===== config.mk =====
export PLATFORM = sky130hd
export DESIGN_NAME = lru_frame_replacer_core_flat
export DESIGN_NICKNAME = d
export VERILOG_FILES = /design/src/hdl/lfr_pkg.sv /design/src/hdl/lfr_req_if.sv /design/src/hdl/lfr_rsp_if.sv /design/src/hdl/lfr_csr_if.sv /design/src/hdl/lfr_ram.sv /design/src/hdl/lfr_ctrl.sv /design/src/hdl/lfr_dp.sv /design/src/hdl/lru_frame_replacer_core.sv /design/src/flat_wrapper.sv
export SDC_FILE = /design/constraint.sdc
export NUM_CORES = 1
export LEC_CHECK = 0
export ABC_AREA = 0
export BUFFER_PORTS_ARGS = -buffer_cell sky130_fd_sc_hd__buf_2
export CAP_MARGIN = 10
export CORE_UTILIZATION = 40
export CTS_CLUSTER_SIZE = 16
export DETAILED_ROUTE_END_ITERATION = 16
export PLACE_DENSITY_LB_ADDON = 0.12
export REMOVE_ABC_BUFFERS = 1
export SETUP_SLACK_MARGIN = 0.1
export SLEW_MARGIN = 20
export SYNTH_ARGS = -nofsm -noshare
export SYNTH_HDL_FRONTEND = slang
export SYNTH_SLANG_ARGS = --single-unit

===== constraint.sdc =====
create_clock -name clock -period 3.9 [get_ports clock]
set_clock_uncertainty 0.2 [all_clocks]
set_input_delay 0.39 -clock clock [delete_from_list [all_inputs] [get_ports clock]]
set_output_delay 0.39 -clock clock [all_outputs]
set_load 0.005 [all_outputs]

===== src/hdl/lfr_pkg.sv =====
package lfr_pkg;

   localparam int CMD_W          = 2;
   localparam int FRAME_W        = 6;
   localparam int COUNT_W        = 7;
   localparam int NUM_FRAMES_DEF = 64;

   localparam logic [COUNT_W-1:0] LIMIT_RESET = 7'd64;

   typedef enum logic [CMD_W-1:0] {
      CMD_VICTIM = 2'd0,
      CMD_PIN    = 2'd1,
      CMD_UNPIN  = 2'd2,
      CMD_NONE   = 2'd3
   } cmd_type;

   typedef enum logic [2:0] {
      ST_CLEAR,
      ST_IDLE,
      ST_EXEC,
      ST_APPEND,
      ST_DONE
   } state_type;

   // controller -> datapath
   typedef struct packed {
      logic clear_en;
      logic capture;
      logic exec_en;
      logic append_en;
      logic load_out;
   } ctrl_cmd_type;

   // datapath -> controller
   typedef struct packed {
      logic clear_last;
      logic need_append;
      logic out_free;
   } dp_status_type;

endpackage


===== src/hdl/lfr_req_if.sv =====
interface lfr_req_if;
   logic                         valid;
   logic                         ready;
   logic [lfr_pkg::CMD_W-1:0]    cmd;
   logic [lfr_pkg::FRAME_W-1:0]  frame;

   modport source (output valid, cmd, frame, input ready);
   modport sink   (input valid, cmd, frame, output ready);
endinterface


===== src/hdl/lfr_rsp_if.sv =====
interface lfr_rsp_if;
   logic                         valid;
   logic                         ready;
   logic                         ok;
   logic [lfr_pkg::FRAME_W-1:0]  victim_frame;
   logic                         dropped;
   logic [lfr_pkg::COUNT_W-1:0]  count;

   modport source (output valid, ok, victim_frame, dropped, count, input ready);
   modport sink   (input valid, ok, victim_frame, dropped, count, output ready);
endinterface


===== src/hdl/lfr_csr_if.sv =====
interface lfr_csr_if;
   logic                         valid;
   logic                         ready;
   logic [lfr_pkg::COUNT_W-1:0]  list_limit;

   modport source (output valid, list_limit, input ready);
   modport sink   (input valid, list_limit, output ready);
endinterface


===== src/hdl/lfr_ram.sv =====
module lfr_ram #(
   parameter int WIDTH = 8,
   parameter int DEPTH = 64
) (
   input  logic                     clock,
   input  logic                     we,
   input  logic [$clog2(DEPTH)-1:0] addr,
   input  logic [WIDTH-1:0]         wdata,
   output logic [WIDTH-1:0]         rdata
);

   logic [WIDTH-1:0] mem [DEPTH];
   logic [WIDTH-1:0] rdata_ff;

   always_ff @(posedge clock) begin
      if (we) begin
         mem[addr] <= wdata;
      end
      rdata_ff <= mem[addr];
   end

   assign rdata = rdata_ff;

endmodule


===== src/hdl/lfr_ctrl.sv =====
module lfr_ctrl (
   input  logic                   clock,
   input  logic                   reset,
   input  logic                   req_valid,
   output logic                   req_ready,
   input  lfr_pkg::dp_status_type status,
   output lfr_pkg::ctrl_cmd_type  ctrl
);

   lfr_pkg::state_type state_ff, state_in;

   always_ff @(posedge clock) begin
      if (reset) begin
         state_ff <= lfr_pkg::ST_CLEAR;
      end else begin
         state_ff <= state_in;
      end
   end

   always_comb begin
      state_in = state_ff;
      case (state_ff)
         lfr_pkg::ST_CLEAR: begin
            if (status.clear_last) state_in = lfr_pkg::ST_IDLE;
         end
         lfr_pkg::ST_IDLE: begin
            if (req_valid) state_in = lfr_pkg::ST_EXEC;
         end
         lfr_pkg::ST_EXEC: begin
            state_in = status.need_append ? lfr_pkg::ST_APPEND : lfr_pkg::ST_DONE;
         end
         lfr_pkg::ST_APPEND: begin
            state_in = lfr_pkg::ST_DONE;
         end
         lfr_pkg::ST_DONE: begin
            if (status.out_free) state_in = lfr_pkg::ST_IDLE;
         end
         default: begin
            state_in = lfr_pkg::ST_CLEAR;
         end
      endcase
   end

   always_comb begin
      ctrl      = '0;
      req_ready = 1'b0;
      case (state_ff)
         lfr_pkg::ST_CLEAR: begin
            ctrl.clear_en = 1'b1;
         end
         lfr_pkg::ST_IDLE: begin
            req_ready    = 1'b1;
            ctrl.capture = req_valid;
         end
         lfr_pkg::ST_EXEC: begin
            ctrl.exec_en = 1'b1;
         end
         lfr_pkg::ST_APPEND: begin
            ctrl.append_en = 1'b1;
         end
         lfr_pkg::ST_DONE: begin
            ctrl.load_out = status.out_free;
         end
         default: begin
            ctrl = '0;
         end
      endcase
   end

endmodule


===== src/hdl/lfr_dp.sv =====
module lfr_dp #(
   parameter int NUM_FRAMES = lfr_pkg::NUM_FRAMES_DEF
) (
   input  logic                          clock,
   input  logic                          reset,
   input  lfr_pkg::ctrl_cmd_type         ctrl,
   output lfr_pkg::dp_status_type        status,
   input  logic [lfr_pkg::CMD_W-1:0]     req_cmd,
   input  logic [lfr_pkg::FRAME_W-1:0]   req_frame,
   input  logic                          csr_valid,
   input  logic [lfr_pkg::COUNT_W-1:0]   csr_list_limit,
   input  logic                          rsp_ready,
   output logic                          rsp_valid,
   output logic                          rsp_ok,
   output logic [lfr_pkg::FRAME_W-1:0]   rsp_victim_frame,
   output logic                          rsp_dropped,
   output logic [lfr_pkg::COUNT_W-1:0]   rsp_count
);

   localparam int FW = $clog2(NUM_FRAMES);
   localparam int CW = lfr_pkg::COUNT_W;

   lfr_pkg::cmd_type            cmd_ff, cmd_in;
   logic [lfr_pkg::FRAME_W-1:0] frame_ff, frame_in;
   logic [FW-1:0]               head_ff, head_in;
   logic [FW-1:0]               tail_ff, tail_in;
   logic [CW-1:0]               count_ff, count_in;
   logic [CW-1:0]               limit_ff, limit_in;
   logic [FW-1:0]               clr_ff, clr_in;
   logic                        res_ok_ff, res_ok_in;
   logic [lfr_pkg::FRAME_W-1:0] res_vf_ff, res_vf_in;
   logic                        res_drop_ff, res_drop_in;
   logic                        out_valid_ff, out_valid_in;
   logic                        out_ok_ff, out_ok_in;
   logic [lfr_pkg::FRAME_W-1:0] out_vf_ff, out_vf_in;
   logic                        out_drop_ff, out_drop_in;
   logic [CW-1:0]               out_count_ff, out_count_in;

   logic                        mark_we, mark_wd, mark_rd;
   logic [FW-1:0]               mark_addr;
   logic                        prev_we, next_we;
   logic [FW-1:0]               prev_addr, prev_wd, prev_rd;
   logic [FW-1:0]               next_addr, next_wd, next_rd;

   logic [FW-1:0]               x_idx;
   logic                        frame_ok, at_cap, drop_need;

   assign x_idx     = FW'(frame_ff);
   assign frame_ok  = 32'(frame_ff) < 32'(NUM_FRAMES);
   assign at_cap    = (count_ff >= limit_ff) || (32'(count_ff) >= 32'(NUM_FRAMES));
   assign drop_need = (count_ff != '0) && at_cap;

   assign status.clear_last  = clr_ff == FW'(NUM_FRAMES - 1);
   assign status.need_append = (cmd_ff == lfr_pkg::CMD_UNPIN) && frame_ok && !mark_rd;
   assign status.out_free    = !out_valid_ff || rsp_ready;

   lfr_ram #(.WIDTH(1), .DEPTH(NUM_FRAMES)) u_mark_ram (
      .clock (clock), .we (mark_we), .addr (mark_addr), .wdata (mark_wd), .rdata (mark_rd)
   );

   lfr_ram #(.WIDTH(FW), .DEPTH(NUM_FRAMES)) u_prev_ram (
      .clock (clock), .we (prev_we), .addr (prev_addr), .wdata (prev_wd), .rdata (prev_rd)
   );

   lfr_ram #(.WIDTH(FW), .DEPTH(NUM_FRAMES)) u_next_ram (
      .clock (clock), .we (next_we), .addr (next_addr), .wdata (next_wd), .rdata (next_rd)
   );

   always_ff @(posedge clock) begin
      if (reset) begin
         head_ff      <= '0;
         tail_ff      <= '0;
         count_ff     <= '0;
         limit_ff     <= lfr_pkg::LIMIT_RESET;
         clr_ff       <= '0;
         out_valid_ff <= 1'b0;
      end else begin
         head_ff      <= head_in;
         tail_ff      <= tail_in;
         count_ff     <= count_in;
         limit_ff     <= limit_in;
         clr_ff       <= clr_in;
         out_valid_ff <= out_valid_in;
      end
   end

   always_ff @(posedge clock) begin
      cmd_ff       <= cmd_in;
      frame_ff     <= frame_in;
      res_ok_ff    <= res_ok_in;
      res_vf_ff    <= res_vf_in;
      res_drop_ff  <= res_drop_in;
      out_ok_ff    <= out_ok_in;
      out_vf_ff    <= out_vf_in;
      out_drop_ff  <= out_drop_in;
      out_count_ff <= out_count_in;
   end

   always_comb begin
      cmd_in       = cmd_ff;
      frame_in     = frame_ff;
      head_in      = head_ff;
      tail_in      = tail_ff;
      count_in     = count_ff;
      limit_in     = csr_valid ? csr_list_limit : limit_ff;
      clr_in       = ctrl.clear_en ? clr_ff + 1'b1 : clr_ff;
      res_ok_in    = res_ok_ff;
      res_vf_in    = res_vf_ff;
      res_drop_in  = res_drop_ff;

      mark_we   = 1'b0;
      mark_addr = x_idx;
      mark_wd   = 1'b0;
      prev_we   = 1'b0;
      prev_addr = x_idx;
      prev_wd   = tail_ff;
      next_we   = 1'b0;
      next_addr = x_idx;
      next_wd   = x_idx;

      if (ctrl.clear_en) begin
         mark_we   = 1'b1;
         mark_addr = clr_ff;
      end

      // issue reads straight from the request word; victim and unpin need next of head
      if (ctrl.capture) begin
         cmd_in    = lfr_pkg::cmd_type'(req_cmd);
         frame_in  = req_frame;
         mark_addr = FW'(req_frame);
         prev_addr = FW'(req_frame);
         next_addr = (lfr_pkg::cmd_type'(req_cmd) == lfr_pkg::CMD_PIN) ?
                     FW'(req_frame) : head_ff;
      end

      if (ctrl.exec_en) begin
         res_ok_in   = 1'b0;
         res_vf_in   = '0;
         res_drop_in = 1'b0;
         case (cmd_ff)
            lfr_pkg::CMD_VICTIM: begin
               if (count_ff != '0) begin
                  mark_we   = 1'b1;
                  mark_addr = head_ff;
                  head_in   = next_rd;
                  count_in  = count_ff - 1'b1;
                  res_ok_in = 1'b1;
                  res_vf_in = lfr_pkg::FRAME_W'(head_ff);
               end
            end
            lfr_pkg::CMD_PIN: begin
               if (frame_ok && mark_rd) begin
                  mark_we   = 1'b1;
                  mark_addr = x_idx;
                  count_in  = count_ff - 1'b1;
                  if (x_idx == head_ff) begin
                     head_in = next_rd;
                  end else begin
                     next_we   = 1'b1;
                     next_addr = prev_rd;
                     next_wd   = next_rd;
                  end
                  if (x_idx == tail_ff) begin
                     tail_in = prev_rd;
                  end else begin
                     prev_we   = 1'b1;
                     prev_addr = next_rd;
                     prev_wd   = prev_rd;
                  end
               end
            end
            lfr_pkg::CMD_UNPIN: begin
               if (frame_ok && !mark_rd && drop_need) begin
                  mark_we     = 1'b1;
                  mark_addr   = head_ff;
                  head_in     = next_rd;
                  count_in    = count_ff - 1'b1;
                  res_drop_in = 1'b1;
               end
            end
            default: begin
               res_ok_in = 1'b0;
            end
         endcase
      end

      if (ctrl.append_en) begin
         mark_we   = 1'b1;
         mark_addr = x_idx;
         mark_wd   = 1'b1;
         tail_in   = x_idx;
         count_in  = count_ff + 1'b1;
         if (count_ff == '0) begin
            head_in = x_idx;
         end else begin
            next_we   = 1'b1;
            next_addr = tail_ff;
            next_wd   = x_idx;
            prev_we   = 1'b1;
            prev_addr = x_idx;
            prev_wd   = tail_ff;
         end
      end
   end

   // output word register; a finished word waits here for rsp_ready
   always_comb begin
      out_valid_in = out_valid_ff;
      out_ok_in    = out_ok_ff;
      out_vf_in    = out_vf_ff;
      out_drop_in  = out_drop_ff;
      out_count_in = out_count_ff;
      if (ctrl.load_out) begin
         out_valid_in = 1'b1;
         out_ok_in    = res_ok_ff;
         out_vf_in    = res_vf_ff;
         out_drop_in  = res_drop_ff;
         out_count_in = count_ff;
      end else if (rsp_ready) begin
         out_valid_in = 1'b0;
      end
   end

   assign rsp_valid        = out_valid_ff;
   assign rsp_ok           = out_ok_ff;
   assign rsp_victim_frame = out_vf_ff;
   assign rsp_dropped      = out_drop_ff;
   assign rsp_count        = out_count_ff;

endmodule


===== src/hdl/lru_frame_replacer_core.sv =====
// A word accepted on req_ch issues a registered read of the link memories, then an update
// step and, for an unpin that appends, an append step, before it enters the output register.
// Each link memory has a single port; no new word is taken until the last has been loaded
// into the output register; a finished word may wait there for rsp_ch.ready.
// Reset (synchronous): list empties, list_limit = 64; the membership memory is then cleared
// entry by entry with req_ch.ready low. csr_ch is always ready.
module lru_frame_replacer_core #(
   parameter int NUM_FRAMES = lfr_pkg::NUM_FRAMES_DEF
) (
   input  logic      clock,
   input  logic      reset,
   lfr_req_if.sink   req_ch,
   lfr_rsp_if.source rsp_ch,
   lfr_csr_if.sink   csr_ch
);

   lfr_pkg::ctrl_cmd_type  ctrl;
   lfr_pkg::dp_status_type status;

   assign csr_ch.ready = 1'b1;

   lfr_ctrl u_ctrl (
      .clock     (clock),
      .reset     (reset),
      .req_valid (req_ch.valid),
      .req_ready (req_ch.ready),
      .status    (status),
      .ctrl      (ctrl)
   );

   lfr_dp #(.NUM_FRAMES(NUM_FRAMES)) u_dp (
      .clock            (clock),
      .reset            (reset),
      .ctrl             (ctrl),
      .status           (status),
      .req_cmd          (req_ch.cmd),
      .req_frame        (req_ch.frame),
      .csr_valid        (csr_ch.valid),
      .csr_list_limit   (csr_ch.list_limit),
      .rsp_ready        (rsp_ch.ready),
      .rsp_valid        (rsp_ch.valid),
      .rsp_ok           (rsp_ch.ok),
      .rsp_victim_frame (rsp_ch.victim_frame),
      .rsp_dropped      (rsp_ch.dropped),
      .rsp_count        (rsp_ch.count)
   );

   a_accept_exec: assert property (@(posedge clock) disable iff (reset)
      req_ch.valid && req_ch.ready |=> ctrl.exec_en)
      else $error("accepted word not executed next cycle");

   a_count_bound: assert property (@(posedge clock) disable iff (reset)
      rsp_ch.valid |-> 32'(rsp_ch.count) <= 32'(NUM_FRAMES))
      else $error("count above frame total");

   a_ok_no_drop: assert property (@(posedge clock) disable iff (reset)
      rsp_ch.valid && rsp_ch.ok |-> !rsp_ch.dropped)
      else $error("victim word flags a drop");

   a_drop_count: assert property (@(posedge clock) disable iff (reset)
      rsp_ch.valid && rsp_ch.dropped |-> rsp_ch.count != '0)
      else $error("drop without append");

endmodule

===== src/flat_wrapper.sv =====
// flat-port wrapper written by rule: the top's interface ports become plain ports
module lru_frame_replacer_core_flat 
#(
   parameter int NUM_FRAMES = lfr_pkg::NUM_FRAMES_DEF
)
  (clock, reset, req_ch_valid, req_ch_cmd, req_ch_frame, req_ch_ready, rsp_ch_valid, rsp_ch_ok, rsp_ch_victim_frame, rsp_ch_dropped, rsp_ch_count, rsp_ch_ready, csr_ch_valid, csr_ch_list_limit, csr_ch_ready);
  lfr_req_if req_ch_i ();
  lfr_rsp_if rsp_ch_i ();
  lfr_csr_if csr_ch_i ();
  input  logic clock;
  input  logic reset;
  input wire logic [$bits(req_ch_i.valid)-1:0] req_ch_valid;
  input wire logic [$bits(req_ch_i.cmd)-1:0] req_ch_cmd;
  input wire logic [$bits(req_ch_i.frame)-1:0] req_ch_frame;
  output wire logic [$bits(req_ch_i.ready)-1:0] req_ch_ready;
  output wire logic [$bits(rsp_ch_i.valid)-1:0] rsp_ch_valid;
  output wire logic [$bits(rsp_ch_i.ok)-1:0] rsp_ch_ok;
  output wire logic [$bits(rsp_ch_i.victim_frame)-1:0] rsp_ch_victim_frame;
  output wire logic [$bits(rsp_ch_i.dropped)-1:0] rsp_ch_dropped;
  output wire logic [$bits(rsp_ch_i.count)-1:0] rsp_ch_count;
  input wire logic [$bits(rsp_ch_i.ready)-1:0] rsp_ch_ready;
  input wire logic [$bits(csr_ch_i.valid)-1:0] csr_ch_valid;
  input wire logic [$bits(csr_ch_i.list_limit)-1:0] csr_ch_list_limit;
  output wire logic [$bits(csr_ch_i.ready)-1:0] csr_ch_ready;
  assign req_ch_i.valid = req_ch_valid;
  assign req_ch_i.cmd = req_ch_cmd;
  assign req_ch_i.frame = req_ch_frame;
  assign req_ch_ready = req_ch_i.ready;
  assign rsp_ch_valid = rsp_ch_i.valid;
  assign rsp_ch_ok = rsp_ch_i.ok;
  assign rsp_ch_victim_frame = rsp_ch_i.victim_frame;
  assign rsp_ch_dropped = rsp_ch_i.dropped;
  assign rsp_ch_count = rsp_ch_i.count;
  assign rsp_ch_i.ready = rsp_ch_ready;
  assign csr_ch_i.valid = csr_ch_valid;
  assign csr_ch_i.list_limit = csr_ch_list_limit;
  assign csr_ch_ready = csr_ch_i.ready;
  lru_frame_replacer_core #(.NUM_FRAMES(NUM_FRAMES)) u_core (.clock(clock), .reset(reset), .req_ch(req_ch_i), .rsp_ch(rsp_ch_i), .csr_ch(csr_ch_i));
endmodule

Word level (Yosys, flattened, before mapping)
Memory sizes are Yosys's and may differ from the RTL's. A register that Yosys moved wholly into a read port is not among the register bits.
Index checks and enable logic that the tools add are counted.
{ "word_totals": {"register_bits": 67, "latch_bits": 0, "ramBits": 832, "romBits": 0, "input_bits": 20, "out_inout_bits": 18, "wordCells": 156, "mem_count": 3} }
{ "classes": {"add_sub_neg": 3, "mul": 0, "div_mod_pow": 0, "order_cmp": 2, "eq_ne": 16, "n_shift": 0, "mux": 95, "n_bitwise": 0, "reduce_logical": 21} }
{ "mem_list": {"columns": ["memory", "depth", "word_bits", "read_ports", "rd_ports_with_merged_regs", "wr", "line_no", "source"], "rows": [
  ["u_core.u_dp.u_next_ram.mem", 64, 6, 1, 1, 1, "lfr_ram.sv:12", "logic [WIDTH-1:0] mem [DEPTH];"],
  ["u_core.u_dp.u_prev_ram.mem", 64, 6, 1, 1, 1, "lfr_ram.sv:12", null],
  ["u_core.u_dp.u_mark_ram.mem", 64, 1, 1, 1, 1, "lfr_ram.sv:12", null]
]} }
{ "op_table": {"columns": ["cell", "n"], "rows": [
  ["$mux 6", 46],
  ["$pmux 6 s3", 2],
  ["$mux 1", 35],
  ["$mux 7", 5],
  ["$pmux 7 s3", 1],
  ["$pmux 3 s5", 1],
  ["$eq 6x6->1", 2],
  ["$mux 3", 4],
  ["$reduce_bool 2->1", 5],
  ["$add 7x1->7 const B", 1],
  ["$ge 7x7->1", 1],
  ["$ge 7x7->1 const B", 1],
  ["$logic_not 7->1", 1],
  ["$reduce_bool 7->1", 1],
  ["$sub 7x1->7 const B", 1],
  ["$add 6x1->6 const B", 1],
  ["$eq 3x2->1 const B", 2],
  ["$eq 6x6->1 const B", 1],
  ["$ne 3x1->1 const B", 2],
  ["$reduce_and 5->1", 1],
  ["$eq 2x1->1 const B", 2],
  ["$ne 2x2->1 const B", 2],
  ["$reduce_and 4->1", 1],
  ["$reduce_bool 4->1", 1],
  ["other kinds (13)", 17]
]} }

Depth between registers and ports, before layout
{ "depth": {"depth_word": 10, "mapped_depth": 17, "ltp_nobuf": 13} }

Hierarchy
Synthesis repeated with hierarchy kept, for this count alone.
{ "hier_totals": {"hier_cells": 2533, "area_unflattened_um2": 37818.8} }
{ "modules_own_cells": {"columns": ["module", "instances", "cells_per_inst", "area_each_um2", "seq_area_each_um2"], "rows": [
  ["lfr_ram at u_core.u_dp.u_next_ram ...", 2, 923, 15265.9, 11651.2],
  ["lfr_dp", 1, 438, 4111.4, 1531.5],
  ["lfr_ram at u_core.u_dp.u_mark_ram", 1, 223, 2954.1, 1941.9],
  ["lfr_ctrl", 1, 24, 210.2, 60.1],
  ["lru_frame_replacer_core", 1, 2, 11.3, 0.0]
]} }

Least setup slack after synthesis
No wires, ideal clock.
{ "synth_timing": {"kind": "register to register", "startpoint": "reg u_core.u_ctrl.state_ff[0]", "endpoint": "reg u_core.u_dp.u_next_ram.rdata_ff[4], in the netlist u_core.u_dp.u_next_ram.rdata[4] (read register of u_core.u_dp.u_next_ram.mem)", "setup_time_ns": 0.134, "t_arrival_ns": 3.322, "t_required_ns": 3.566, "slack_ns": 0.244, "stages_incl_launch_ff": 15, "n_path_buf": 5, "synth_period_minus_slack_ns": 3.656, "path_cell_list": "dfxtp_1 > buf_2 > nor3b_2 > nand2_1 > buf_6 > a21oi_2 > buf_6 > o221a_2 > buf_6 > nor3_1 > buf_2 > a22oi_1 > a41oi_1 > or4_1 > or4_1"} }
{ "synth_via": {"elab_chain_len": 9, "elab_cells_between_ends": 13, "classes_between": "eq/ne: 3; mux: 10"} }
{ "synth_rtl": {"columns": ["element", "line_no", "source"], "rows": [
  ["from (decl)", "lfr_ctrl.sv:10", "lfr_pkg::state_type state_ff, state_in;"],
  ["from (signal assigned)", "lfr_ctrl.sv:14", "state_ff <= lfr_pkg::ST_CLEAR;"],
  ["from (signal assigned)", "lfr_ctrl.sv:16", "state_ff <= state_in;"],
  ["$eq 3x1->1", "lfr_ctrl.sv:47", "case (state_ff)"],
  ["$mux 1", "lfr_ctrl.sv:47", null],
  ["$mux 6", "lfr_dp.sv:127", "if (ctrl.capture) begin"],
  ["$mux 6", "lfr_dp.sv:156", "if (x_idx == head_ff) begin"],
  ["$mux 6", "lfr_dp.sv:152", "if (frame_ok && mark_rd) begin"],
  ["$mux 6", "lfr_dp.sv:140", "case (cmd_ff)"],
  ["$mux 6", "lfr_dp.sv:136", "if (ctrl.exec_en) begin"],
  ["$mux 6", "lfr_dp.sv:193", "if (count_ff == '0) begin"],
  ["$mux 6 (*)", "lfr_dp.sv:187", "if (ctrl.append_en) begin"],
  ["to (decl)", "lfr_ram.sv:13", "logic [WIDTH-1:0] rdata_ff;"]
]} }
Every way passes the cells marked *; elsewhere a longest branch is shown, timed or not.
A chain may end at the register's enable or synchronous reset.

Final worst setup path
{ "layout_timing": {"startpoint": "reg u_core.u_dp.tail_ff[1]", "endpoint": "reg u_core.u_dp.u_prev_ram.rdata_ff[2], in the netlist u_core.u_dp.u_prev_ram.rdata[2] (read register of u_core.u_dp.u_prev_ram.mem)"} }
{ "layout_via": {"elab_chain_len": 7} }
{ "layout_rtl": {"columns": ["element", "line_no", "source"], "rows": [
  ["from (decl)", "lfr_dp.sv:26", "logic [FW-1:0] tail_ff, tail_in;"],
  ["from (signal assigned)", "lfr_dp.sv:79", "tail_ff <= tail_in;"],
  ["$eq 6x6->1 (*)", "lfr_dp.sv:163", "if (x_idx == tail_ff) begin"],
  ["$mux 6 (*)", "lfr_dp.sv:163", null],
  ["$mux 6 (*)", "lfr_dp.sv:152", null],
  ["$mux 6 (*)", "lfr_dp.sv:140", null],
  ["$mux 6 (*)", "lfr_dp.sv:136", null],
  ["$mux 6", "lfr_dp.sv:193", null],
  ["$mux 6 (*)", "lfr_dp.sv:187", null],
  ["to (decl)", "lfr_ram.sv:13", null]
]} }
Marks and branches as above.

==> impl_metrics.csv <==
group,metric,value,unit
outcome,outcome,"complete, no violations",
critical_path,start_kind,"flop",
critical_path,crit_buf_inv,7,
clocking,cts_tree,"yes",
synth,async_flop_share,0,
critical_path,r2r_slack,0.19,ns
die,core_area,0.0904,mm^2
power,vdd_drop_max,0.332,mV
global_route,gr-total-overflow,0,
cells_and_area,fin_util,0.503,
critical_path,path_delay_family,"buffers and inverters",
placed_design,dpl_cell_area,0.0414,mm^2
die,fp.dieW,305,um
sta,slew-limit-headroom,0.388,
clocking,clk_pin_slew_worst_paths,0.06,ns
synth,synth_top_flop_cell,"edfxtp_1",
critical_path,r2r_cells,16,
cells_and_area,final_cell_area,0.0455,mm^2
cells_and_area,mostFrequentLayoutCells,"edfxtp_1, buf_4, nor2_1",
critical_path,crit_required,4.24,ns
critical_path,cp_cell_sequence,"xor2_2, nor4_4, buf_6, a211oi_2, buf_4, a211oi_4, buf_6, buf_6, buf_4, nor2_1, buf_12, a22o_1, a22oi_1, buf_4, nor2_1, or4_1",
sta,finalHoldViolations,0,
global_route,grt_usage,0.232,
min_path,min_from,"u_core.u_dp.res_vf_ff[2]",
placed_design,portBuffers,36,
sta,hold_slack,0.226,ns
clocking,htree_levels,3,
min_path,min_path_type,"reg -> reg",
synth,ys_warn_count,0,
cells_and_area,num_antenna_cells,0,
critical_path,worst_r2r_endpoint,"u_core.u_dp.u_prev_ram.rdata[2]",
run,maxCapViolations,0,
sta,setup_viol_count_final,0,
cells_and_area,nFillCells,7661,
min_path,holdPathStages,0,
cells_and_area,final_common_cell,"edfxtp_1",
critical_path,end_kind,"flop",
route,ant_nets,0,
global_route,grt_max_degree,77,
sta,worstMarginPinSlew,0.915,ns
synth,ys_types,90,
route,dr.pass1.iters,5,
die,fp-row-count,110,
cells_and_area,drive_gt1_frac,0.250,
die,die_y,305,um
critical_path,crit_fanout,9,
global_route,grt_pass1_vias,24300,
cells_and_area,syn_to_final_growth,24.1,%
route,drt_iter0_drc,2702,
clocking,cts_inserted_buffers,95,
route,wire_per_inst,25.6,um
placed_design,dp_hpwl,72.1,mm
die,ios,38,
route,routed_wl,109,mm
global_route,grt_pass1_wl,160,mm
route,drc,0,
route,vias,24300,
sta,drv_slew,0,
clocking,clock_path_buffers,3,
die,die_area,0.0928,mm^2
sta,post-route-period-util,0.952,
critical_path,worst_ep_arrival_time,4.05,ns
route,via_per_inst,5.73,
clocking,insertion_delay,0.68,ns
synth,synth-edff-count,857,
synth,synth-seq-area-share,0.732,
clocking,cts.sinks,912,
placed_design,place_congestion,0.919,
power,p_leak,15.1,nW
die,start_util,0.405,
synth,syn_inst,2521,
cells_and_area,seq_area,0.0268,mm^2
global_route,antenna_found_initial,0,
cells_and_area,nets,3033,
critical_path,slowest_stage,"or4_1",
sta,post-route-min-period,3.71,ns
synth,synth.cell_area,0.0366,mm^2
clocking,clockRootBuffer,"clkbuf_16",
sta,max_freq,269,MHz
power,p_per_area,440,mW/mm^2
min_path,hold_path_end,"u_core.u_dp.rsp_victim_frame[2]",
sta,rsz0062_at_grt,"yes",
cells_and_area,multiInputGateArea,0.00959,mm^2
synth,avgSynthCellArea,14.5,um^2
critical_path,path_class,"reg -> reg",
synth,ys_ff_latch,912,
critical_path,cp_slowest_stage_delay,0.52,ns
critical_path,r2r_start,"u_core.u_dp.tail_ff[1]",
==> power by group <==
group          switching, W  total, W  internal [W]
Clock               0.00383   0.00913       0.00531
Sequential        0.0000157    0.0106        0.0106
Combinational      0.000183  0.000312      0.000129
==> worst max-delay path by stage <==
stage                         startpoint                              end  slack, ns  cells after the start
6_report          u_core.u_dp.tail_ff[1]  u_core.u_dp.u_prev_ram.rdata[2]       0.19                     16
5_1_grt          u_core.u_dp.frame_ff[2]  u_core.u_dp.u_next_ram.rdata[1]       0.08                     14
4_1_cts          u_core.u_dp.frame_ff[3]  u_core.u_dp.u_next_ram.rdata[1]       0.05                     15
3_5_place_dp       u_core.u_dp.cmd_ff[1]  u_core.u_dp.u_next_ram.rdata[1]      -0.20                     14
3_3_place_gp               req_ch_cmd[0]  u_core.u_dp.u_next_ram.rdata[1]      -0.17                     13
2_1_floorplan  u_core.u_ctrl.state_ff[1]  u_core.u_dp.u_next_ram.rdata[3]      -1.51                      8
==> synth_stat cells, types with 5 or more instances <==
library cell / number / area, um^2
edfxtp_1: 857 / 25700
nor2_1: 277 / 1040
a22oi_1: 255 / 1910
nand2_1: 251 / 942
clkbuf_1: 78 / 293
a21oi_1: 77 / 385
dfxtp_1: 55 / 1100
mux2i_1: 48 / 480
o21ai_0: 47 / 235
a41oi_1: 45 / 394
buf_2: 42 / 210
a221oi_1: 39 / 342
nand3_1: 38 / 190
nor3_1: 29 / 145
a22o_1: 25 / 219
mux2_2: 21 / 236
a31oi_1: 18 / 113
ha_1: 17 / 213
inv_1: 17 / 63.8
xor2_1: 17 / 149
a211oi_1: 14 / 105
nand2b_1: 14 / 87.6
buf_1: 13 / 48.8
o22ai_1: 13 / 81.3
a21o_1: 12 / 90.1
and2_1: 10 / 62.6
nor2b_1: 10 / 62.6
nand4_1: 9 / 56.3
nor4_1: 9 / 56.3
a211o_1: 8 / 70.1
a222oi_1: 7 / 70.1
buf_6: 7 / 78.8
nor3_2: 7 / 70.1
o211ai_1: 7 / 52.6
a311oi_1: 6 / 52.6
and3_1: 6 / 37.5
a221o_1: 5 / 50.1
a32oi_1: 5 / 43.8
buf_4: 5 / 37.5
or3_1: 5 / 31.3
or4_1: 5 / 37.5
==> flip-flops by register name (all words and copies together), names as in the netlist, 2 cells and up <==
signal                        flops
u_core.u_dp.count_ff              7
u_core.u_dp.clr_ff                6
u_core.u_dp.res_vf_ff             6
u_core.u_dp.u_next_ram.mem      384
u_core.u_dp.cmd_ff                2
u_core.u_dp.tail_ff               6
u_core.u_dp.u_prev_ram.mem      384
u_core.u_dp.u_mark_ram.mem       64
u_core.u_ctrl.state_ff            3
u_core.u_dp.head_ff               6
u_core.u_dp.limit_ff              7
u_core.u_dp.rsp_victim_frame      6
u_core.u_dp.rsp_count             7
u_core.u_dp.u_prev_ram.rdata      6
u_core.u_dp.frame_ff              6
u_core.u_dp.u_next_ram.rdata      6
==> worst reg2reg max path, delay by kind of cell (launching register included) <==
kind | cells | cell delay (ns)
xor gates and xnor gates | 1 | 0.20
and+or+nand+nor | 4 | 0.94
buffers and inverters | 7 | 1.11
DFF | 1 | 0.34
AOI/OAI and AO/OA | 4 | 0.78
==> cell type report <==
| type | count | area share |
|---|---|---|
| clock inverter | 61 | 0.0139 |
| tap | 1176 | 0.0324 |
| sequential | 912 | 0.590 |
| inverter | 18 | 0.00149 |
| clock buffer | 115 | 0.0549 |
| timing repair buffer | 521 | 0.0965 |
| multi-input combinational | 1447 | 0.211 |
==> layer usage <==
layer | vias to the layer above | GRT usage | share of wire
met5 | - | 0 | 0
met4 | 0 | 0.0711 | 0.029
met3 | 186 | 0.0353 | 0.065
met1 | 12300 | 0.326 | 0.43
li1 | 10900 | - | -
met2 | 936 | 0.370 | 0.47
==> stage by stage <==
stage	cells	total power [W]	TNS, ns	setup slack, ns
after floorplan	2376	0.0109	-35.72	-1.51
after global routing	4250	0.0206	0	0.0809
after detailed placement	4020	0.0111	-0.945	-0.198
final	4250	0.0200	0	0.189
after global placement	4020	0.0111	-0.786	-0.171
after CTS	4238	0.0202	0	0.0522
==> cell families after synthesis <==
kind of cell	synth area share
other cells	0.000102
compound gates	0.132
mux	0.0211
fa+ha+maj	0.00635
xor+xnor	0.00546
simple gates	0.0821
flops	0.732
buf+inv	0.0201
==> timing repair <==
| item | 4_1_cts | 5_1_grt |
|---|---|---|
| pin swaps | 7 | 15 |
| buffers inserted | 13 | 10 |
| hold endpoints to repair | 21 | 0 |
| hold buffers | 29 | 0 |
| resized for setup | 31 | 59 |
| gates cloned | 0 | 2 |
| endpoints found under the setup margin | 30 | 116 |
(Power assumes the default switching activity.)
